File: config.mk
export PLATFORM = sky130hd
export DESIGN_NAME = pot_index_zeroing_estimator_core_flat
export DESIGN_NICKNAME = d
export VERILOG_FILES = /design/src/sv/pie_pkg.sv /design/src/sv/pie_in_if.sv /design/src/sv/pie_out_if.sv /design/src/sv/pot_index_zeroing_estimator_core.sv /design/src/sv/pie_ram.sv /design/src/sv/pie_div.sv /design/src/sv/pie_ctrl.sv /design/src/sv/pie_dp.sv /design/src/flat_wrapper.sv
export VERILOG_INCLUDE_DIRS = /design/src /design/src/sv
export SDC_FILE = /design/constraint.sdc
export NUM_CORES = 2
export LEC_CHECK = 0
export BUFFER_PORTS_ARGS = -buffer_cell sky130_fd_sc_hd__buf_2
export CELL_PAD_IN_SITES_DETAIL_PLACEMENT = 1
export CELL_PAD_IN_SITES_GLOBAL_PLACEMENT = 1
export CORE_MARGIN = 2
export CORE_UTILIZATION = 47
export DETAILED_ROUTE_END_ITERATION = 6
export PLACE_DENSITY = 0.79
export RECOVER_POWER = 50
export SETUP_SLACK_MARGIN = 0.4
export SLEW_MARGIN = 20
export SYNTH_ARGS = -nofsm -noshare
export SYNTH_HDL_FRONTEND = slang
export SYNTH_SLANG_ARGS = --single-unit
File: constraint.sdc
create_clock -name clk -period 9.1 [get_ports clk]
set_input_delay 0.455 -clock clk [delete_from_list [all_inputs] [get_ports clk]]
set_output_delay 0.455 -clock clk [all_outputs]
set_load 0.1 [all_outputs]
File: src/sv/assert_macros.svh
// ----------------------------------------------------------------------------
// Assertion macros
// Concurrent assertion wrappers; they compile to nothing when SYNTH is set.
// ----------------------------------------------------------------------------
`ifndef ASSERT_MACROS_SVH
`define ASSERT_MACROS_SVH
`ifndef SYNTH
// check a property at each rising edge outside reset
`define PIE_ASSERT(lbl, clk, rstn, prop) \
  lbl: assert property (@(posedge clk) disable iff (!rstn) prop) \
    else $error("assertion failed");
// check that a condition never holds outside reset
`define PIE_NEVER(lbl, clk, rstn, cond) \
  lbl: assert property (@(posedge clk) disable iff (!rstn) !(cond)) \
    else $error("forbidden condition seen");
`else
`define PIE_ASSERT(lbl, clk, rstn, prop)
`define PIE_NEVER(lbl, clk, rstn, cond)
`endif
`endif

File: src/sv/pie_pkg.sv
// ----------------------------------------------------------------------------
// pie_pkg
// Shared types, codes and helpers of the pot and index zeroing estimator.
// ----------------------------------------------------------------------------
`default_nettype none

package pie_pkg;

  localparam int POS_W       = 32;
  localparam int SAT_W       = POS_W + 4;
  localparam int DEF_MAX_AVG = 64;
  localparam int CFG_AW      = 4;

  // register reset values
  localparam logic [6:0]  RST_AVG_COUNT = 7'd16;
  localparam logic [30:0] RST_SPACING   = 31'd411775;
  localparam logic [31:0] RST_LOCATION  = 32'd0;
  localparam logic [30:0] RST_ERR_LIMIT = 31'd41177;

  typedef enum logic [1:0] {
    OP_SAMPLE  = 2'd0,
    OP_ERROR   = 2'd1,
    OP_RESTART = 2'd2,
    OP_NONE    = 2'd3
  } pie_op_t;

  typedef enum logic [1:0] {
    REG_AVG_COUNT = 2'd0,
    REG_SPACING   = 2'd1,
    REG_LOCATION  = 2'd2,
    REG_ERR_LIMIT = 2'd3
  } pie_reg_t;

  typedef enum logic [1:0] {
    DIV_MOD  = 2'd0,
    DIV_AVG  = 2'd1,
    DIV_SNAP = 2'd2
  } pie_div_sel_t;

  typedef enum logic [3:0] {
    ST_IDLE,
    ST_CHECK,
    ST_MOD_GO,
    ST_MOD_WAIT,
    ST_READ,
    ST_UPDATE,
    ST_AVG_GO,
    ST_AVG_WAIT,
    ST_AVG_END,
    ST_DECIDE,
    ST_SNAP_GO,
    ST_SNAP_WAIT,
    ST_SNAP_END,
    ST_FINISH,
    ST_EMIT
  } pie_state_t;

  typedef struct packed {
    logic [1:0]               op;
    logic signed [POS_W-1:0]  pot_reading;
    logic signed [POS_W-1:0]  encoder_reading;
    logic signed [POS_W-1:0]  index_latch;
    logic [31:0]              pulse_count;
  } pie_in_t;

  typedef struct packed {
    logic signed [POS_W-1:0]  position;
    logic signed [POS_W-1:0]  filtered_position;
    logic                     is_zeroed;
    logic                     has_error;
  } pie_out_t;

  typedef struct packed {
    logic [6:0]               average_count;
    logic [30:0]              index_spacing;
    logic signed [31:0]       index_location;
    logic [30:0]              error_limit;
  } pie_cfg_t;

  typedef struct packed {
    logic         load_in;
    logic         calc_slot;
    logic         mod_store;
    logic         ram_read;
    logic         update;
    logic         div_start;
    pie_div_sel_t div_sel;
    logic         avg_store;
    logic         decide_store;
    logic         snap_store;
    logic         finish;
    logic         emit;
  } pie_cmd_t;

  typedef struct packed {
    pie_op_t in_op;
    logic    need_mod;
    logic    div_busy;
    logic    do_snap;
    logic    out_free;
  } pie_sts_t;

  // clamp a wide signed value to the position range
  function automatic logic signed [POS_W-1:0] sat_pos(input logic signed [SAT_W-1:0] v);
    logic signed [SAT_W-1:0] hi;
    logic signed [SAT_W-1:0] lo;
    hi = $signed({{(SAT_W-POS_W+1){1'b0}}, {(POS_W-1){1'b1}}});
    lo = ~hi;
    if (v > hi) begin
      return hi[POS_W-1:0];
    end else if (v < lo) begin
      return lo[POS_W-1:0];
    end
    return v[POS_W-1:0];
  endfunction

endpackage

`default_nettype wire

File: src/sv/pie_in_if.sv
// ----------------------------------------------------------------------------
// pie_in_if
// Valid/ready channel carrying one sample transaction.
// ----------------------------------------------------------------------------
`default_nettype none

interface pie_in_if;
  import pie_pkg::*;
  logic    valid;
  logic    ready;
  pie_in_t payload;

  modport source (output valid, output payload, input ready);
  modport sink   (input valid, input payload, output ready);
endinterface

`default_nettype wire

File: src/sv/pie_out_if.sv
// ----------------------------------------------------------------------------
// pie_out_if
// Valid/ready channel carrying one result transaction.
// ----------------------------------------------------------------------------
`default_nettype none

interface pie_out_if;
  import pie_pkg::*;
  logic     valid;
  logic     ready;
  pie_out_t payload;

  modport source (output valid, output payload, input ready);
  modport sink   (input valid, input payload, output ready);
endinterface

`default_nettype wire

File: src/sv/pot_index_zeroing_estimator_core.sv
// ----------------------------------------------------------------------------
// pot_index_zeroing_estimator_core
// Pot and index zeroing estimator with APB-style configuration registers.
// ----------------------------------------------------------------------------
// Usage:
//   in_ch carries one transaction per sensor sample (op, pot, encoder,
//   latched encoder, pulse count); out_ch returns exactly one result per
//   accepted transaction, in order. Both are valid/ready channels.
//   Configuration is written through the cfg_ APB port; the user must write it
//   only while idle, which the block does not enforce. pready is tied high and
//   reads return the register contents. Error, restart and no-op transactions
//   go straight to the finish and emit states. A sample runs the divider for
//   the average, again when the offset is snapped to an index multiple, and
//   first for a modulo when the write slot must be reduced by a lowered average
//   count. The shared divider is DW = 33 + log2(MAX_AVG_SAMPLES) bits, 39 by
//   default, and yields one quotient bit per cycle. One transaction is in
//   work at a time; in_ch.ready is high while the sequencer waits for input.
//   A finished result sits in an output register; if out_ch is stalled the
//   next transaction is still taken and waits before its result is loaded.
//   Reset (rst_n low, synchronous) restores register defaults and clears the
//   estimator; no clearing pass is needed.
// ----------------------------------------------------------------------------
`default_nettype none
`include "assert_macros.svh"

module pot_index_zeroing_estimator_core #(
  parameter int MAX_AVG_SAMPLES = pie_pkg::DEF_MAX_AVG
) (
  input  logic                       clk,
  input  logic                       rst_n,
  pie_in_if.sink                     in_ch,
  pie_out_if.source                  out_ch,
  input  logic                       cfg_psel,
  input  logic                       cfg_penable,
  input  logic                       cfg_pwrite,
  input  logic [pie_pkg::CFG_AW-1:0] cfg_paddr,
  input  logic [31:0]                cfg_pwdata,
  output logic [31:0]                cfg_prdata,
  output logic                       cfg_pready
);
  import pie_pkg::*;

  logic [6:0]         avg_count_r;
  logic [30:0]        spacing_r;
  logic signed [31:0] location_r;
  logic [30:0]        err_limit_r;
  logic               cfg_wr;
  pie_reg_t           cfg_sel;
  pie_cfg_t           cfg;
  pie_cmd_t           cmd;
  pie_sts_t           sts;
  logic               in_ready;

  // configuration registers
  assign cfg_pready = 1'b1;
  assign cfg_wr     = cfg_psel && cfg_penable && cfg_pwrite && cfg_pready;
  assign cfg_sel    = pie_reg_t'(cfg_paddr[3:2]);

  always_ff @(posedge clk) begin
    if (!rst_n) begin
      avg_count_r <= RST_AVG_COUNT;
      spacing_r   <= RST_SPACING;
      location_r  <= RST_LOCATION;
      err_limit_r <= RST_ERR_LIMIT;
    end else if (cfg_wr) begin
      unique case (cfg_sel)
        REG_AVG_COUNT: avg_count_r <= cfg_pwdata[6:0];
        REG_SPACING:   spacing_r   <= cfg_pwdata[30:0];
        REG_LOCATION:  location_r  <= cfg_pwdata;
        REG_ERR_LIMIT: err_limit_r <= cfg_pwdata[30:0];
        default: begin
        end
      endcase
    end
  end

  // register read-back
  always_comb begin
    unique case (cfg_sel)
      REG_AVG_COUNT: cfg_prdata = {25'd0, avg_count_r};
      REG_SPACING:   cfg_prdata = {1'b0, spacing_r};
      REG_LOCATION:  cfg_prdata = location_r;
      REG_ERR_LIMIT: cfg_prdata = {1'b0, err_limit_r};
      default:       cfg_prdata = '0;
    endcase
  end

  assign cfg.average_count  = avg_count_r;
  assign cfg.index_spacing  = spacing_r;
  assign cfg.index_location = location_r;
  assign cfg.error_limit    = err_limit_r;

  pie_ctrl u_ctrl (
    .clk      (clk),
    .rst_n    (rst_n),
    .in_valid (in_ch.valid),
    .in_ready (in_ready),
    .sts      (sts),
    .cmd      (cmd)
  );

  pie_dp #(.MAX_AVG_SAMPLES(MAX_AVG_SAMPLES)) u_dp (
    .clk         (clk),
    .rst_n       (rst_n),
    .cfg         (cfg),
    .in_payload  (in_ch.payload),
    .cmd         (cmd),
    .sts         (sts),
    .out_valid   (out_ch.valid),
    .out_ready   (out_ch.ready),
    .out_payload (out_ch.payload)
  );

  assign in_ch.ready = in_ready;

  // the sequencer is busy right after taking a transaction
  `PIE_ASSERT(a_busy_after_accept, clk, rst_n, (in_ch.valid && in_ready) |=> !in_ready)
  // a pending result is never overwritten
  `PIE_NEVER(a_no_result_overwrite, clk, rst_n, cmd.emit && !sts.out_free)
  // the divider is only started when free
  `PIE_NEVER(a_div_start_idle, clk, rst_n, cmd.div_start && sts.div_busy)

endmodule

`default_nettype wire

File: src/sv/pie_ram.sv
// ----------------------------------------------------------------------------
// pie_ram
// Generic single write, single read RAM with registered read data.
// ----------------------------------------------------------------------------
`default_nettype none

module pie_ram #(
  parameter int WIDTH = 32,
  parameter int DEPTH = 64,
  localparam int AW   = (DEPTH > 1) ? $clog2(DEPTH) : 1
) (
  input  logic             clk,
  input  logic             wr_en,
  input  logic [AW-1:0]    wr_addr,
  input  logic [WIDTH-1:0] wr_data,
  input  logic             rd_en,
  input  logic [AW-1:0]    rd_addr,
  output logic [WIDTH-1:0] rd_data
);

  logic [WIDTH-1:0] mem [DEPTH];

  // write port
  always_ff @(posedge clk) begin
    if (wr_en) begin
      mem[wr_addr] <= wr_data;
    end
  end

  // registered read port
  always_ff @(posedge clk) begin
    if (rd_en) begin
      rd_data <= mem[rd_addr];
    end
  end

endmodule

`default_nettype wire

File: src/sv/pie_div.sv
// ----------------------------------------------------------------------------
// pie_div
// Restoring unsigned divider, one quotient bit per cycle.
// ----------------------------------------------------------------------------
`default_nettype none

module pie_div #(
  parameter int W = 40
) (
  input  logic         clk,
  input  logic         rst_n,
  input  logic         start,
  input  logic [W-1:0] dividend,
  input  logic [W-1:0] divisor,
  output logic         busy,
  output logic [W-1:0] quo,
  output logic [W-1:0] rem
);

  localparam int CW = $clog2(W + 1);

  logic [W-1:0]  rem_r, rem_nxt;
  logic [W-1:0]  quo_r, quo_nxt;
  logic [W-1:0]  dvs_r, dvs_nxt;
  logic [CW-1:0] cnt_r, cnt_nxt;
  logic          busy_r, busy_nxt;
  logic [W:0]    rem_sh;
  logic [W:0]    diff;
  logic          ge;

  // one restoring step
  always_comb begin
    rem_sh   = {rem_r, quo_r[W-1]};
    ge       = rem_sh >= {1'b0, dvs_r};
    diff     = rem_sh - {1'b0, dvs_r};
    rem_nxt  = rem_r;
    quo_nxt  = quo_r;
    dvs_nxt  = dvs_r;
    cnt_nxt  = cnt_r;
    busy_nxt = busy_r;
    if (start) begin
      rem_nxt  = '0;
      quo_nxt  = dividend;
      dvs_nxt  = divisor;
      cnt_nxt  = CW'(W);
      busy_nxt = 1'b1;
    end else if (busy_r) begin
      rem_nxt  = ge ? diff[W-1:0] : rem_sh[W-1:0];
      quo_nxt  = {quo_r[W-2:0], ge};
      cnt_nxt  = cnt_r - CW'(1);
      busy_nxt = cnt_r != CW'(1);
    end
  end

  always_ff @(posedge clk) begin
    if (!rst_n) begin
      busy_r <= 1'b0;
      cnt_r  <= '0;
    end else begin
      busy_r <= busy_nxt;
      cnt_r  <= cnt_nxt;
    end
  end

  always_ff @(posedge clk) begin
    rem_r <= rem_nxt;
    quo_r <= quo_nxt;
    dvs_r <= dvs_nxt;
  end

  assign busy = busy_r;
  assign quo  = quo_r;
  assign rem  = rem_r;

endmodule

`default_nettype wire

File: src/sv/pie_ctrl.sv
// ----------------------------------------------------------------------------
// pie_ctrl
// Sequencer of the estimator: steps one transaction through the datapath.
// ----------------------------------------------------------------------------
`default_nettype none

module pie_ctrl (
  input  logic              clk,
  input  logic              rst_n,
  input  logic              in_valid,
  output logic              in_ready,
  input  pie_pkg::pie_sts_t sts,
  output pie_pkg::pie_cmd_t cmd
);
  import pie_pkg::*;

  pie_state_t state_r, state_nxt;

  always_ff @(posedge clk) begin
    if (!rst_n) begin
      state_r <= ST_IDLE;
    end else begin
      state_r <= state_nxt;
    end
  end

  // next state and commands
  always_comb begin
    state_nxt   = state_r;
    cmd         = '0;
    cmd.div_sel = DIV_AVG;
    in_ready    = 1'b0;
    unique case (state_r)
      ST_IDLE: begin
        in_ready = 1'b1;
        if (in_valid) begin
          cmd.load_in = 1'b1;
          state_nxt   = (sts.in_op == OP_SAMPLE) ? ST_CHECK : ST_FINISH;
        end
      end
      ST_CHECK: begin
        if (sts.need_mod) begin
          state_nxt = ST_MOD_GO;
        end else begin
          cmd.calc_slot = 1'b1;
          state_nxt     = ST_READ;
        end
      end
      ST_MOD_GO: begin
        cmd.div_start = 1'b1;
        cmd.div_sel   = DIV_MOD;
        state_nxt     = ST_MOD_WAIT;
      end
      ST_MOD_WAIT: begin
        if (!sts.div_busy) begin
          cmd.mod_store = 1'b1;
          state_nxt     = ST_READ;
        end
      end
      ST_READ: begin
        cmd.ram_read = 1'b1;
        state_nxt    = ST_UPDATE;
      end
      ST_UPDATE: begin
        cmd.update = 1'b1;
        state_nxt  = ST_AVG_GO;
      end
      ST_AVG_GO: begin
        cmd.div_start = 1'b1;
        cmd.div_sel   = DIV_AVG;
        state_nxt     = ST_AVG_WAIT;
      end
      ST_AVG_WAIT: begin
        if (!sts.div_busy) begin
          state_nxt = ST_AVG_END;
        end
      end
      ST_AVG_END: begin
        cmd.avg_store = 1'b1;
        state_nxt     = ST_DECIDE;
      end
      ST_DECIDE: begin
        cmd.decide_store = 1'b1;
        state_nxt        = sts.do_snap ? ST_SNAP_GO : ST_FINISH;
      end
      ST_SNAP_GO: begin
        cmd.div_start = 1'b1;
        cmd.div_sel   = DIV_SNAP;
        state_nxt     = ST_SNAP_WAIT;
      end
      ST_SNAP_WAIT: begin
        if (!sts.div_busy) begin
          state_nxt = ST_SNAP_END;
        end
      end
      ST_SNAP_END: begin
        cmd.snap_store = 1'b1;
        state_nxt      = ST_FINISH;
      end
      ST_FINISH: begin
        cmd.finish = 1'b1;
        state_nxt  = ST_EMIT;
      end
      ST_EMIT: begin
        // hold until the output register is free
        if (sts.out_free) begin
          cmd.emit  = 1'b1;
          state_nxt = ST_IDLE;
        end
      end
      default: begin
        state_nxt = ST_IDLE;
      end
    endcase
  end

endmodule

`default_nettype wire

File: src/sv/pie_dp.sv
// ----------------------------------------------------------------------------
// pie_dp
// Datapath: sample ring, running sum, shared divider, offset and flags.
// ----------------------------------------------------------------------------
`default_nettype none

module pie_dp #(
  parameter int MAX_AVG_SAMPLES = pie_pkg::DEF_MAX_AVG
) (
  input  logic              clk,
  input  logic              rst_n,
  input  pie_pkg::pie_cfg_t cfg,
  input  pie_pkg::pie_in_t  in_payload,
  input  pie_pkg::pie_cmd_t cmd,
  output pie_pkg::pie_sts_t sts,
  output logic              out_valid,
  input  logic              out_ready,
  output pie_pkg::pie_out_t out_payload
);
  import pie_pkg::*;

  localparam int AW = (MAX_AVG_SAMPLES > 1) ? $clog2(MAX_AVG_SAMPLES) : 1;
  localparam int NW = $clog2(MAX_AVG_SAMPLES + 1);
  localparam int TW = POS_W + $clog2(MAX_AVG_SAMPLES) + 1;
  localparam int XW = POS_W + 2;
  localparam int DW = (TW > XW) ? TW : XW;

  pie_in_t                 in_r;
  logic signed [TW-1:0]    total_r, total_nxt;
  logic [NW-1:0]           fill_r, fill_nxt;
  logic [AW-1:0]           ws_r, ws_nxt;
  logic [AW-1:0]           wsm_r;
  logic [AW-1:0]           slot_r;
  logic signed [POS_W-1:0] avg_r;
  logic signed [XW-1:0]    x_r;
  logic signed [POS_W-1:0] snap_r;
  logic signed [POS_W-1:0] offset_r, offset_nxt;
  logic signed [POS_W-1:0] first_r, first_nxt;
  logic [31:0]             last_r, last_nxt;
  logic                    awaiting_r, awaiting_nxt;
  logic                    zeroed_r, zeroed_nxt;
  logic                    error_r, error_nxt;
  logic                    out_valid_r;
  pie_out_t                out_r;

  logic [NW-1:0]           n;
  logic [30:0]             s_eff;
  logic                    full, same_p, keep, do_snap, filling;
  logic signed [POS_W-1:0] samp_v;
  logic signed [POS_W-1:0] old_v;
  logic [POS_W-1:0]        rd_data;
  logic [NW-1:0]           ws_inc;
  logic [TW-1:0]           tot_abs;
  logic [XW-1:0]           x_abs;
  logic [DW-1:0]           dvd, dvs, quo, rem;
  logic                    div_busy;
  logic [30:0]             r_s;
  logic                    round_up;
  logic [XW:0]             snapped;
  logic signed [SAT_W-1:0] snapped_s;
  logic signed [SAT_W-1:0] snap_val;
  logic signed [POS_W-1:0] snap_off;
  logic signed [POS_W:0]   drift;
  logic [POS_W-1:0]        drift_abs;
  logic [TW-1:0]           avg_q;

  // effective average count and spacing
  always_comb begin
    if (cfg.average_count == 7'd0) begin
      n = NW'(1);
    end else if (int'(cfg.average_count) > MAX_AVG_SAMPLES) begin
      n = NW'(MAX_AVG_SAMPLES);
    end else begin
      n = NW'(cfg.average_count);
    end
    s_eff = (cfg.index_spacing == 31'd0) ? 31'd1 : cfg.index_spacing;
  end

  // zeroing decision
  assign full    = fill_r >= n;
  assign filling = fill_r < n;
  assign same_p  = in_r.pulse_count == last_r;
  assign keep    = !zeroed_r && (same_p || !full);
  assign do_snap = !keep && (!zeroed_r || !same_p);

  assign samp_v = sat_pos(SAT_W'(in_r.pot_reading) - SAT_W'(in_r.encoder_reading));
  assign old_v  = $signed(rd_data);
  assign ws_inc = NW'(wsm_r) + NW'(1);

  assign sts.in_op    = pie_op_t'(in_payload.op);
  assign sts.need_mod = NW'(ws_r) >= n;
  assign sts.div_busy = div_busy;
  assign sts.do_snap  = do_snap;
  assign sts.out_free = !out_valid_r || out_ready;

  // sample ring
  pie_ram #(.WIDTH(POS_W), .DEPTH(MAX_AVG_SAMPLES)) u_ring (
    .clk     (clk),
    .wr_en   (cmd.update),
    .wr_addr (slot_r),
    .wr_data (samp_v),
    .rd_en   (cmd.ram_read),
    .rd_addr (slot_r),
    .rd_data (rd_data)
  );

  // divider operand selection
  assign tot_abs = total_r[TW-1] ? TW'(-total_r) : TW'(total_r);
  assign x_abs   = x_r[XW-1] ? XW'(-x_r) : XW'(x_r);

  always_comb begin
    case (cmd.div_sel)
      DIV_MOD: begin
        dvd = DW'(ws_r);
        dvs = DW'(n);
      end
      DIV_AVG: begin
        dvd = DW'(tot_abs);
        dvs = DW'(fill_r);
      end
      DIV_SNAP: begin
        dvd = DW'(x_abs);
        dvs = DW'(s_eff);
      end
      default: begin
        dvd = DW'(tot_abs);
        dvs = DW'(fill_r);
      end
    endcase
  end

  pie_div #(.W(DW)) u_div (
    .clk      (clk),
    .rst_n    (rst_n),
    .start    (cmd.div_start),
    .dividend (dvd),
    .divisor  (dvs),
    .busy     (div_busy),
    .quo      (quo),
    .rem      (rem)
  );

  // round the index distance half away from zero
  always_comb begin
    r_s       = rem[30:0];
    round_up  = {r_s, 1'b0} >= {1'b0, s_eff};
    snapped   = (XW+1)'(x_abs) - (XW+1)'(r_s) + (round_up ? (XW+1)'(s_eff) : '0);
    snapped_s = $signed(SAT_W'(snapped));
    snap_val  = x_r[XW-1] ? -snapped_s : snapped_s;
    snap_off  = sat_pos(snap_val - SAT_W'(in_r.index_latch) + SAT_W'(cfg.index_location));
    avg_q     = TW'(quo);
  end

  // drift against the first snapped offset
  assign drift     = (POS_W+1)'(first_r) - (POS_W+1)'(snap_r);
  assign drift_abs = drift[POS_W] ? POS_W'(-drift) : POS_W'(drift);

  // estimator state update
  always_comb begin
    total_nxt    = total_r;
    fill_nxt     = fill_r;
    ws_nxt       = ws_r;
    offset_nxt   = offset_r;
    first_nxt    = first_r;
    last_nxt     = last_r;
    awaiting_nxt = awaiting_r;
    zeroed_nxt   = zeroed_r;
    error_nxt    = error_r;
    if (cmd.update) begin
      total_nxt = filling ? total_r + TW'(samp_v) : total_r - TW'(old_v) + TW'(samp_v);
      if (filling) begin
        fill_nxt = fill_r + NW'(1);
      end
      ws_nxt = (ws_inc == n) ? '0 : AW'(ws_inc);
      if (awaiting_r) begin
        last_nxt     = in_r.pulse_count;
        awaiting_nxt = 1'b0;
      end
    end
    if (cmd.finish) begin
      case (pie_op_t'(in_r.op))
        OP_ERROR: begin
          error_nxt = 1'b1;
        end
        OP_RESTART: begin
          total_nxt    = '0;
          fill_nxt     = '0;
          ws_nxt       = '0;
          offset_nxt   = '0;
          first_nxt    = '0;
          last_nxt     = '0;
          awaiting_nxt = 1'b1;
          zeroed_nxt   = 1'b0;
          error_nxt    = 1'b0;
        end
        OP_SAMPLE: begin
          if (keep) begin
            offset_nxt = avg_r;
          end else if (do_snap) begin
            offset_nxt = snap_r;
            last_nxt   = in_r.pulse_count;
            zeroed_nxt = 1'b1;
            if (!zeroed_r) begin
              first_nxt = snap_r;
            end else if (drift_abs > POS_W'(cfg.error_limit)) begin
              error_nxt = 1'b1;
            end
          end
        end
        default: begin
        end
      endcase
    end
  end

  always_ff @(posedge clk) begin
    if (!rst_n) begin
      total_r     <= '0;
      fill_r      <= '0;
      ws_r        <= '0;
      offset_r    <= '0;
      first_r     <= '0;
      last_r      <= '0;
      awaiting_r  <= 1'b1;
      zeroed_r    <= 1'b0;
      error_r     <= 1'b0;
      out_valid_r <= 1'b0;
    end else begin
      total_r    <= total_nxt;
      fill_r     <= fill_nxt;
      ws_r       <= ws_nxt;
      offset_r   <= offset_nxt;
      first_r    <= first_nxt;
      last_r     <= last_nxt;
      awaiting_r <= awaiting_nxt;
      zeroed_r   <= zeroed_nxt;
      error_r    <= error_nxt;
      // drop the result once taken, raise it on a new one
      if (cmd.emit) begin
        out_valid_r <= 1'b1;
      end else if (out_ready) begin
        out_valid_r <= 1'b0;
      end
    end
  end

  // working registers
  always_ff @(posedge clk) begin
    if (cmd.load_in) begin
      in_r <= in_payload;
    end
    if (cmd.calc_slot) begin
      wsm_r  <= ws_r;
      slot_r <= filling ? AW'(fill_r) : ws_r;
    end
    if (cmd.mod_store) begin
      wsm_r  <= AW'(rem);
      slot_r <= filling ? AW'(fill_r) : AW'(rem);
    end
    if (cmd.avg_store) begin
      avg_r <= total_r[TW-1] ? POS_W'(-avg_q) : POS_W'(avg_q);
    end
    if (cmd.decide_store) begin
      x_r <= XW'(avg_r) + XW'(in_r.index_latch) - XW'(cfg.index_location);
    end
    if (cmd.snap_store) begin
      snap_r <= snap_off;
    end
    if (cmd.emit) begin
      if (pie_op_t'(in_r.op) == OP_SAMPLE) begin
        out_r.position          <= sat_pos(SAT_W'(offset_r) + SAT_W'(in_r.encoder_reading));
        out_r.filtered_position <= sat_pos(SAT_W'(avg_r) + SAT_W'(in_r.encoder_reading));
      end else begin
        out_r.position          <= '0;
        out_r.filtered_position <= '0;
      end
      out_r.is_zeroed <= zeroed_r;
      out_r.has_error <= error_r;
    end
  end

  assign out_valid   = out_valid_r;
  assign out_payload = out_r;

endmodule

`default_nettype wire

File: src/flat_wrapper.sv
// flat-port wrapper written by rule: the top's interface ports become plain ports
module pot_index_zeroing_estimator_core_flat import pie_pkg::*;
#(
  parameter int MAX_AVG_SAMPLES = pie_pkg::DEF_MAX_AVG
)
  (clk, rst_n, cfg_psel, cfg_penable, cfg_pwrite, cfg_paddr, cfg_pwdata, cfg_prdata, cfg_pready, in_ch_valid, in_ch_payload, in_ch_ready, out_ch_valid, out_ch_payload, out_ch_ready);
  pie_in_if in_ch_i ();
  pie_out_if out_ch_i ();
  input  logic clk;
  input  logic rst_n;
  input  logic cfg_psel;
  input  logic cfg_penable;
  input  logic cfg_pwrite;
  input  logic [pie_pkg::CFG_AW-1:0] cfg_paddr;
  input  logic [31:0] cfg_pwdata;
  output logic [31:0] cfg_prdata;
  output logic cfg_pready;
  input wire logic [$bits(in_ch_i.valid)-1:0] in_ch_valid;
  input wire logic [$bits(in_ch_i.payload)-1:0] in_ch_payload;
  output wire logic [$bits(in_ch_i.ready)-1:0] in_ch_ready;
  output wire logic [$bits(out_ch_i.valid)-1:0] out_ch_valid;
  output wire logic [$bits(out_ch_i.payload)-1:0] out_ch_payload;
  input wire logic [$bits(out_ch_i.ready)-1:0] out_ch_ready;
  assign in_ch_i.valid = in_ch_valid;
  assign in_ch_i.payload = in_ch_payload;
  assign in_ch_ready = in_ch_i.ready;
  assign out_ch_valid = out_ch_i.valid;
  assign out_ch_payload = out_ch_i.payload;
  assign out_ch_i.ready = out_ch_ready;
  pot_index_zeroing_estimator_core #(.MAX_AVG_SAMPLES(MAX_AVG_SAMPLES)) u_core (.clk(clk), .rst_n(rst_n), .in_ch(in_ch_i), .out_ch(out_ch_i), .cfg_psel(cfg_psel), .cfg_penable(cfg_penable), .cfg_pwrite(cfg_pwrite), .cfg_paddr(cfg_paddr), .cfg_pwdata(cfg_pwdata), .cfg_prdata(cfg_prdata), .cfg_pready(cfg_pready));
endmodule
After elaboration in Yosys (flattened, before gate mapping)
Memory sizes are Yosys's and may differ from the RTL's. A register that Yosys moved wholly into a read port is not among the register bits.
Index checks and enable logic that the tools add are counted.
{"block": "totals", "reg_bits": 687, "mem_bits_ro": 0, "ramBits": 2048, "elab_cells": 256, "input_bits": 173, "output_inout_bits": 101, "latchBits": 0, "memories": 1}
{"block": "op_classes", "reduce_logical": 34, "div": 0, "order_cmp": 15, "n_addsub": 22, "n_bitwise": 1, "n_eq_ne": 34, "n_mux": 114, "shifts": 0, "mul": 0}
{"memory": "u_core.u_dp.u_ring.mem", "depth": 64, "word_bits": 32, "rd": 1, "rd_ports_with_merged_regs": 1, "wr": 1, "line": "pie_ram.sv:21", "text": "logic [WIDTH-1:0] mem [DEPTH];"}
{"cell": "32-bit two-way mux", "n": 24}
{"cell": "39-bit two-way mux", "n": 8}
{"cell": "32-bit case mux with 2 select lines", "n": 3}
{"cell": "32-bit case mux with 4 select lines", "n": 1}
{"cell": "32-bit by 32-bit adder with 33-bit output", "n": 3}
{"cell": "33-bit by 32-bit > comparator with 1-bit output, second input constant", "n": 3}
{"cell": "33-bit by 32-bit < comparator with 1-bit output, second input constant", "n": 3}
{"cell": "39-bit by 32-bit adder with 39-bit output", "n": 2}
{"cell": "39-bit case mux with 2 select lines", "n": 1}
{"cell": "6-bit two-way mux", "n": 12}
{"cell": "32-bit by 32-bit subtractor with 33-bit output", "n": 2}
{"cell": "32-bit negator", "n": 2}
{"cell": "31-bit two-way mux", "n": 2}
{"cell": "31-bit case mux with 2 select lines", "n": 1}
{"cell": "4-bit case mux with 15 select lines", "n": 1}
{"cell": "1-bit two-way mux", "n": 42}
{"cell": "7-bit two-way mux", "n": 6}
{"cell": "40-bit by 39-bit >= comparator with 1-bit output", "n": 1}
{"cell": "39-bit negator", "n": 1}
{"cell": "39-bit by 32-bit subtractor with 39-bit output", "n": 1}
{"cell": "39-bit subtractor", "n": 1}
{"cell": "36-bit by 32-bit adder with 36-bit output", "n": 1}
{"cell": "36-bit by 32-bit > comparator with 1-bit output, second input constant", "n": 1}
{"cell": "36-bit by 32-bit < comparator with 1-bit output, second input constant", "n": 1}
{"cell": "other kinds (50)", "n": 97}

Depth between registers and ports, before layout
{"block": "logic_depth", "depth_word": 13, "ltp_mapped": 44, "ltp_nobuf": 41}

Cells and area by module
A second synthesis with hierarchy kept.
{"block": "hier_totals", "cells_unflattened": 9391, "area_unflattened_um2": 133187.7}
{"module": "pie_ram", "area_per_inst_um2": 78823.1, "seq_area_each_um2": 62459.9, "cells_per_inst": 3323, "n_inst": 1}
{"module": "pie_dp", "area_per_inst_um2": 42005.3, "seq_area_each_um2": 12231.7, "cells_per_inst": 4818, "n_inst": 1}
{"module": "pie_div", "area_per_inst_um2": 7388.3, "seq_area_each_um2": 3263.1, "cells_per_inst": 729, "n_inst": 1}
{"module": "pot_index_zeroing_estimator_core", "area_per_inst_um2": 4534.3, "seq_area_each_um2": 2021.9, "cells_per_inst": 458, "n_inst": 1}
{"module": "pie_ctrl", "area_per_inst_um2": 436.7, "seq_area_each_um2": 80.1, "cells_per_inst": 63, "n_inst": 1}

Worst setup path before layout
Ideal clock, no wire load.
{"block": "synth_timing", "path_kind": "reg2reg", "from": "register u_core.u_dp.in_r[64] (netlist bit)", "to": "register u_core.u_dp.total_r[38]", "required_time_ps": 8972, "arrival_time_ps": 9103, "period_less_slack_ps": 9230, "path_stages_with_launch": 29, "setup_ps": 128, "path_buffers": 1, "path_slack_ps": -130, "cell_sequence": "edfxtp_1 > ha_1 > inv_1 > fa_1 > a211oi_1 > o21ai_0 > nand4_1 > a21boi_0 > a22oi_1 > a31o_2 > o41ai_2 > nor2_1 > clkbuf_1 > o21ai_0 > fa_1 > inv_1 > fa_1 > nor2b_1 > o2111ai_1 > nand4b_1 > a32o_1 > a31o_2 > a21oi_1 > o21ai_0 > a211o_1 > xnor2_1 > a22oi_1 > xor2_1 > nor2_1"}
{"block": "synth_between", "elab_chain_cells": 10, "elab_cells_between_ends": 13, "cone_classes": "3 x add/sub; 2 x order compare; 8 x mux"}
{"element": "start, declared", "line": "pie_dp.sv:28", "text": "pie_in_t in_r;"}
{"element": "start signal, assigned", "line": "pie_dp.sv:250", "text": "in_r <= in_payload;"}
{"element": "32-bit by 32-bit subtractor with 33-bit output (*)", "line": "pie_dp.sv:86", "text": "assign samp_v = sat_pos(SAT_W'(in_r.pot_reading) - SAT_W'(in_r.encoder_reading));"}
{"element": "33-bit by 32-bit < comparator with 1-bit output", "line": "pie_pkg.sv:111", "text": "end else if (v < lo) begin"}
{"element": "1-bit two-way mux", "line": "pie_pkg.sv:111"}
{"element": "1-bit two-way mux", "line": "pie_pkg.sv:109", "text": "if (v > hi) begin"}
{"element": "32-bit two-way mux (*)", "line": "pie_pkg.sv:114", "text": "return v[POS_W-1:0];"}
{"element": "net u_core.u_dp.samp_v[1]", "line": "pie_dp.sv:49", "text": "logic signed [POS_W-1:0] samp_v;"}
{"element": "39-bit by 32-bit adder with 39-bit output", "line": "pie_dp.sv:170", "text": "total_nxt = filling ? total_r + TW'(samp_v) : total_r - TW'(old_v) + TW'(samp_v);"}
{"element": "39-bit two-way mux (*)", "line": "pie_dp.sv:170"}
{"element": "39-bit two-way mux (*)", "line": "pie_dp.sv:169", "text": "if (cmd.update) begin"}
{"element": "39-bit two-way mux", "line": "pie_dp.sv:181", "text": "case (pie_op_t'(in_r.op))"}
{"element": "39-bit two-way mux (*)", "line": "pie_dp.sv:180", "text": "if (cmd.finish) begin"}
{"element": "end signal, assigned", "line": "pie_dp.sv:229", "text": "total_r <= total_nxt;"}
{"element": "end, declared", "line": "pie_dp.sv:29", "text": "logic signed [TW-1:0] total_r, total_nxt;"}
Mark *: on every way through the listed nets, which the timed path passes. The rest lies on a longest branch.
A chain may end at the register's enable or synchronous reset.

Worst setup path after layout
{"block": "layout_timing", "from": "register u_core.spacing_r[14]", "to": "register u_core.u_dp.snap_r[11] (data pin)"}
{"block": "layout_between", "elab_chain_cells": 13, "elab_cells_between_ends": 15, "cone_classes": "4 x add/sub; 3 x order compare; 7 x mux; 1 x reduce/logical"}
{"element": "start, declared", "line": "pot_index_zeroing_estimator_core.sv:44", "text": "logic [30:0] spacing_r;"}
{"element": "start signal, assigned", "line": "pot_index_zeroing_estimator_core.sv:68", "text": "REG_SPACING: spacing_r <= cfg_pwdata[30:0];"}
{"element": "31-bit zero test", "line": "pie_dp.sv:76", "text": "s_eff = (cfg.index_spacing == 31'd0) ? 31'd1 : cfg.index_spacing;"}
{"element": "31-bit two-way mux (*)", "line": "pie_dp.sv:76"}
{"element": "32-bit by 31-bit >= comparator with 1-bit output", "line": "pie_dp.sv:146", "text": "round_up = {r_s, 1'b0} >= {1'b0, s_eff};"}
{"element": "31-bit two-way mux (*)", "line": "pie_dp.sv:147", "text": "snapped = (XW+1)'(x_abs) - (XW+1)'(r_s) + (round_up ? (XW+1)'(s_eff) : '0);"}
{"element": "35-bit by 31-bit adder with 35-bit output (*)", "line": "pie_dp.sv:147"}
{"element": "35-bit negator with 36-bit output", "line": "pie_dp.sv:149", "text": "snap_val = x_r[XW-1] ? -snapped_s : snapped_s;"}
{"element": "36-bit two-way mux (*)", "line": "pie_dp.sv:149"}
{"element": "36-bit by 32-bit subtractor with 36-bit output (*)", "line": "pie_dp.sv:150", "text": "snap_off = sat_pos(snap_val - SAT_W'(in_r.index_latch) + SAT_W'(cfg.index_location));"}
{"element": "36-bit by 32-bit adder with 36-bit output (*)", "line": "pie_dp.sv:150"}
{"element": "36-bit by 32-bit < comparator with 1-bit output", "line": "pie_pkg.sv:111"}
{"element": "1-bit two-way mux", "line": "pie_pkg.sv:111"}
{"element": "1-bit two-way mux", "line": "pie_pkg.sv:109"}
{"element": "32-bit two-way mux (*)", "line": "pie_pkg.sv:114"}
{"element": "net u_core.u_dp.snap_off[11]", "line": "pie_dp.sv:62", "text": "logic signed [POS_W-1:0] snap_off;"}
{"element": "end signal, assigned", "line": "pie_dp.sv:267", "text": "snap_r <= snap_off;"}
{"element": "end, declared", "line": "pie_dp.sv:36", "text": "logic signed [POS_W-1:0] snap_r;"}
Marked as above.

==> results.md <==
- The tightest min-delay check is of the input pin to flip-flop type.
- The die is 525.4 um wide.
- The worst setup path is captured at a flip-flop.
- Summing every instance area after synthesis gives 127,800 sq um.
- The maximum number of pins on one net before global-route repair is 108.
- The tool flagged a number of max-cap violations equal to 91.
- The number of global-route vias before repair is 98,990.
- The initial utilization of the core area, before any placement, comes to 0.4723.
- For the finished layout, the period the worst path requires is 9.546 ns.
- After synthesis, the cell types taking the most area are sky130_fd_sc_hd__edfxtp_1, sky130_fd_sc_hd__dfxtp_1, sky130_fd_sc_hd__ha_1, sky130_fd_sc_hd__a22oi_1, sky130_fd_sc_hd__fa_1.
- The terminating pin of the worst hold path is u_core.location_r[6].
- The checks that failed: capacitance limit, slew limit, setup timing.
- The critical path data arrival time is 10.27 ns.
- The per-instance average area after synthesis is 12.93 sq um.
- The count of nets left with antenna violations once routing finished came out at 0.
- The area taken by flip-flops and latches is 79,820 sq um.
- The transition at the pin with the smallest max-transition slack is 3.569 ns.
- In this design, the stage delay of the slowest critical-path cell is 0.61 ns.
- The proportion of synthesized chip area in sequential cells is 0.6247.
- The final wirelength is 498,500 um.
- The setup path with the least slack is of type flip-flop to flip-flop.
- The initial antenna violation count is 18.
- The worst setup path is launched from a flip-flop.
- The first global-routing pass estimated 710,500 um of wire.
- The post-layout instance area is 149,300 sq um.
- In the post-route analysis, the smallest setup slack over all paths is -0.4464 ns.
- From synthesis to final layout, the design area changed by 16.88%.
- The clock insertion delay at the later pin of the skew report is 0.97 ns.
- The number of buffers added on ports is 270.
- The die height is 525.4 um.
- Dividing the detail-routed via count by the number of cells gives 6.600.
- The total clock sinks is 2,759.
- The count of pins over their slew limit is 2,873.
- Measured on the finished design, the core utilization comes to 0.5520.
- In this run, synthesis inferred 2,456 flip-flops with an integrated enable.
- The cell count after placement is 13,850.
- In this run the core area contains 191 standard-cell rows.
- The cell sitting at the root of the clock tree is a sky130_fd_sc_hd__clkbuf_16.
- The power density normalized to cell area is 472.2 nW/um^2.
- The number of H-tree levels is 5.
- The count of final hold-check violations was 0.
- The routability congestion estimate from global placement is 0.9446.
- In this run the tightest slew margin relative to its limit is -1.379.
- The endpoint of the worst-slack reg-to-reg timing path is u_core.u_dp.snap_r[11].
- The first TritonRoute pass finished after 6 iterations.
- The clock slew seen by the registers of the worst setup and hold paths is 0.06 ns.
- Along the worst path, the maximum fanout reaches 8.
- The startpoint identified for the worst hold timing path is cfg_penable.
- The proportion of synthesized flip-flops having asynchronous set or reset is 0.
- The origin of the critical flop-to-flop path is u_core.spacing_r[14].
- In the final layout, the share of cells above drive strength 1 is 0.1321.
- The total overflow left after global routing is 0.
- The final net count is 11,510.
- The filler cell count is 26,930.
- The total nets after synthesis is 10,620.
- The critical path's most frequent cell is sky130_fd_sc_hd__o21a_1.
- Timing would allow up to 104.8 MHz.
- For this run, design rule violations remaining after detail routing come to 0.
- The clock passes through at most 4 buffers.
- The die covers 276,000 sq um.
- The share of synthesized area in the top cell type comes to 0.5773.
- The worst clock skew on the final layout is 0.09383 ns.
- The number of top-level design ports is 274.
- The analysis attributes to cell leakage a power of 52.16 nW.
- The post-synthesis cell type count is 98.
- The largest area contributor in the netlist is sky130_fd_sc_hd__edfxtp_1.
- TritonCTS built the clock tree.
- The routed wire length per instance is 34.17 um.
- The standard cell with the maximum stage delay on the critical path is sky130_fd_sc_hd__or4b_4.
- The DRC marker count from the first detailed-route iteration is 11,730.
- After technology mapping, the gate count stands at 9,879.
- The setup check on the worst reg-to-reg path leaves a slack of -0.45 ns.
- For this run, the number of standard cells in the final layout without fillers is 14,590.
- Across the VDD grid, the largest voltage drop is 0.6817 mV.
- For the final routed database, the setup TNS stands at -11.50 ns.
- Along the worst hold path, the cell count comes to 5.
- The combined global-route utilization of all metal layers is 0.3527.
- The number of cells on the worst reg-to-reg path is 42.
- The total power after layout is 0.07051 W.
- The worst endpoint required time is 9.82 ns.
- The estimated wirelength of the detail-placed design is 317,600 um.
- The Yosys step of the flow raised 0 warnings.
- The synthesized flop and latch total is 2,759.
- The flow ran to the end, but the final reports show violations.
- The placeable core region is 270,500 sq um.
- The number of vias in the routed layout is 96,280.
- Dividing the final minimum period by the clock period gives 1.049.
- The final setup violation count is 32.
- The area of combinational cells with multiple inputs is 45,710 sq um.
- Setup repair after global routing could not meet its margin everywhere.
- Summing all placed instances gives a cell area of 137,600 sq um.
- The most used flip-flop cell after synthesis is sky130_fd_sc_hd__edfxtp_1.
- The number of clock buffers added by TritonCTS is 295.
cells in the mapped netlist (198+ instances only):
cell type / instances
sky130_fd_sc_hd__edfxtp_1: 2456
sky130_fd_sc_hd__a22oi_1: 669
sky130_fd_sc_hd__nand2_1: 636
sky130_fd_sc_hd__inv_1: 501
sky130_fd_sc_hd__a21oi_1: 476
sky130_fd_sc_hd__nor2_1: 444
sky130_fd_sc_hd__ha_1: 426
sky130_fd_sc_hd__clkbuf_1: 411
sky130_fd_sc_hd__o21ai_0: 399
sky130_fd_sc_hd__dfxtp_1: 303
sky130_fd_sc_hd__xnor2_1: 294
sky130_fd_sc_hd__a31oi_1: 256
sky130_fd_sc_hd__a22o_1: 241
sky130_fd_sc_hd__a221oi_1: 219
sky130_fd_sc_hd__xor2_1: 198
state kept, by name, indices dropped and copies added (netlist names), 7 cells and up:
name,flops
u_core.u_dp.u_div.rem,39
u_core.u_dp.snap_r,32
u_core.err_limit_r,31
u_core.u_dp.offset_r,32
u_core.location_r,32
u_core.u_dp.last_r,32
u_core.avg_count_r,7
u_core.u_dp.x_r,34
u_core.u_dp.u_div.quo,39
u_core.spacing_r,31
u_core.u_dp.avg_r,32
u_core.u_dp.u_ring.rd_data,32
u_core.u_dp.fill_r,7
u_core.u_dp.u_div.dvs_r,31
u_core.u_dp.in_r,130
u_core.u_dp.u_ring.mem,2048
u_core.u_dp.out_payload,66
u_core.u_dp.total_r,39
u_core.u_dp.first_r,32
what timing repair did:
action | in CTS | in global routing
hold buffers | 163 | 0
cloned | 4 | 4
resized for setup | 59 | 87
pin swaps | 37 | 77
endpoints found under the hold margin | 231 | 0
endpoints found under the setup margin | 32 | 34
buffers inserted | 10 | 10
layout make-up:
type | count | share of cell area
repair buffers | 1092 | 0.05226
flip-flops and latches | 2759 | 0.5345
clock inverters | 181 | 0.01252
clock buffers | 354 | 0.05184
multi-input cells | 6119 | 0.3061
well taps | 3570 | 0.02991
inverters | 502 | 0.01262
diodes | 11 | 0.0001843
logic make-up (layout without fill, tap and decap cells):
kind of cell,after synthesis,count (layout),synth area share
adder cells (fa/ha/maj),572,572,0.06428
multiplexers,70,70,0.006542
other,1,12,0.00002935
flip-flops,2759,2759,0.6247
AO/OA/AOI/OAI,3087,3087,0.1689
XOR/XNOR,494,494,0.03407
buffers and inverters,1001,2129,0.02981
AND/OR/NAND/NOR,1895,1895,0.07163
per-layer routing:
| layer | part of all wire | track usage | vias to the layer above |
|---|---|---|---|
| li1 | - | - | 39880 |
| met1 | 0.36 | 0.4290 | 48490 |
| met2 | 0.47 | 0.5685 | 6276 |
| met3 | 0.089 | 0.05967 | 1629 |
| met4 | 0.086 | 0.2558 | 4 |
| met5 | 0.000054 | 0 | - |
report_power, final:
part,switching [W],internal (W)
logic,0.0244,0.0150
registers,0.000800,0.0180
clock network,0.00545,0.00684
worst max-delay path by stage:
stage / start / end / slack [ns] / depth (start not counted)
2_1_floorplan: u_core.u_dp.in_r[64] / u_core.u_dp.total_r[38] / 0.41 / 25
3_3_place_gp: u_core.spacing_r[14] / u_core.u_dp.snap_r[11] / -0.62 / 41
3_5_place_dp: u_core.spacing_r[14] / u_core.u_dp.snap_r[11] / -0.67 / 39
4_1_cts: u_core.spacing_r[25] / u_core.u_dp.snap_r[11] / -0.26 / 41
5_1_grt: u_core.spacing_r[14] / u_core.u_dp.snap_r[11] / -0.77 / 46
6_report: u_core.spacing_r[14] / u_core.u_dp.snap_r[11] / -0.45 / 42
critical path, delay by kind of cell, from the launching register on:
kind                       cells  cell delay (ns)
AOI/OAI and AO/OA             18             3.22
xor gates and xnor gates       3             0.47
adders and majority gates      4             1.51
buffers and inverters          5             0.71
DFF                            1             0.33
and+or+nand+nor               12             3.06
cells in the final DEF (no fill, tap or decap), drive strengths merged, types with 70 or more instances in the layout:
master and instances:
a21o 175, dfxtp 303, nor2b 126, xor2 199, clkinv 129, a31oi 256, nor2 444, a22oi 669
inv 517, o21ai 440, nand3 101, a221oi 219, dlygate4sd3 163, fa 142, nor3 96, xnor2 295
clkbuf 601, a22o 241, ha 426, nor4 70, nand4 100, buf 680, nand2 636, edfxtp 2456
a21boi 127, o211ai 70, a21oi 476
per-stage QoR:
step	hold slack, ns	setup WS [ns]
global route	0.2507	-0.7672
CTS	0.06000	-0.2562
global placement	0.4160	-0.6234
floorplan	0.4081	0.4101
finish	0.2154	-0.4464
detailed placement	0.4356	-0.6675
(Power assumes the default switching activity.)
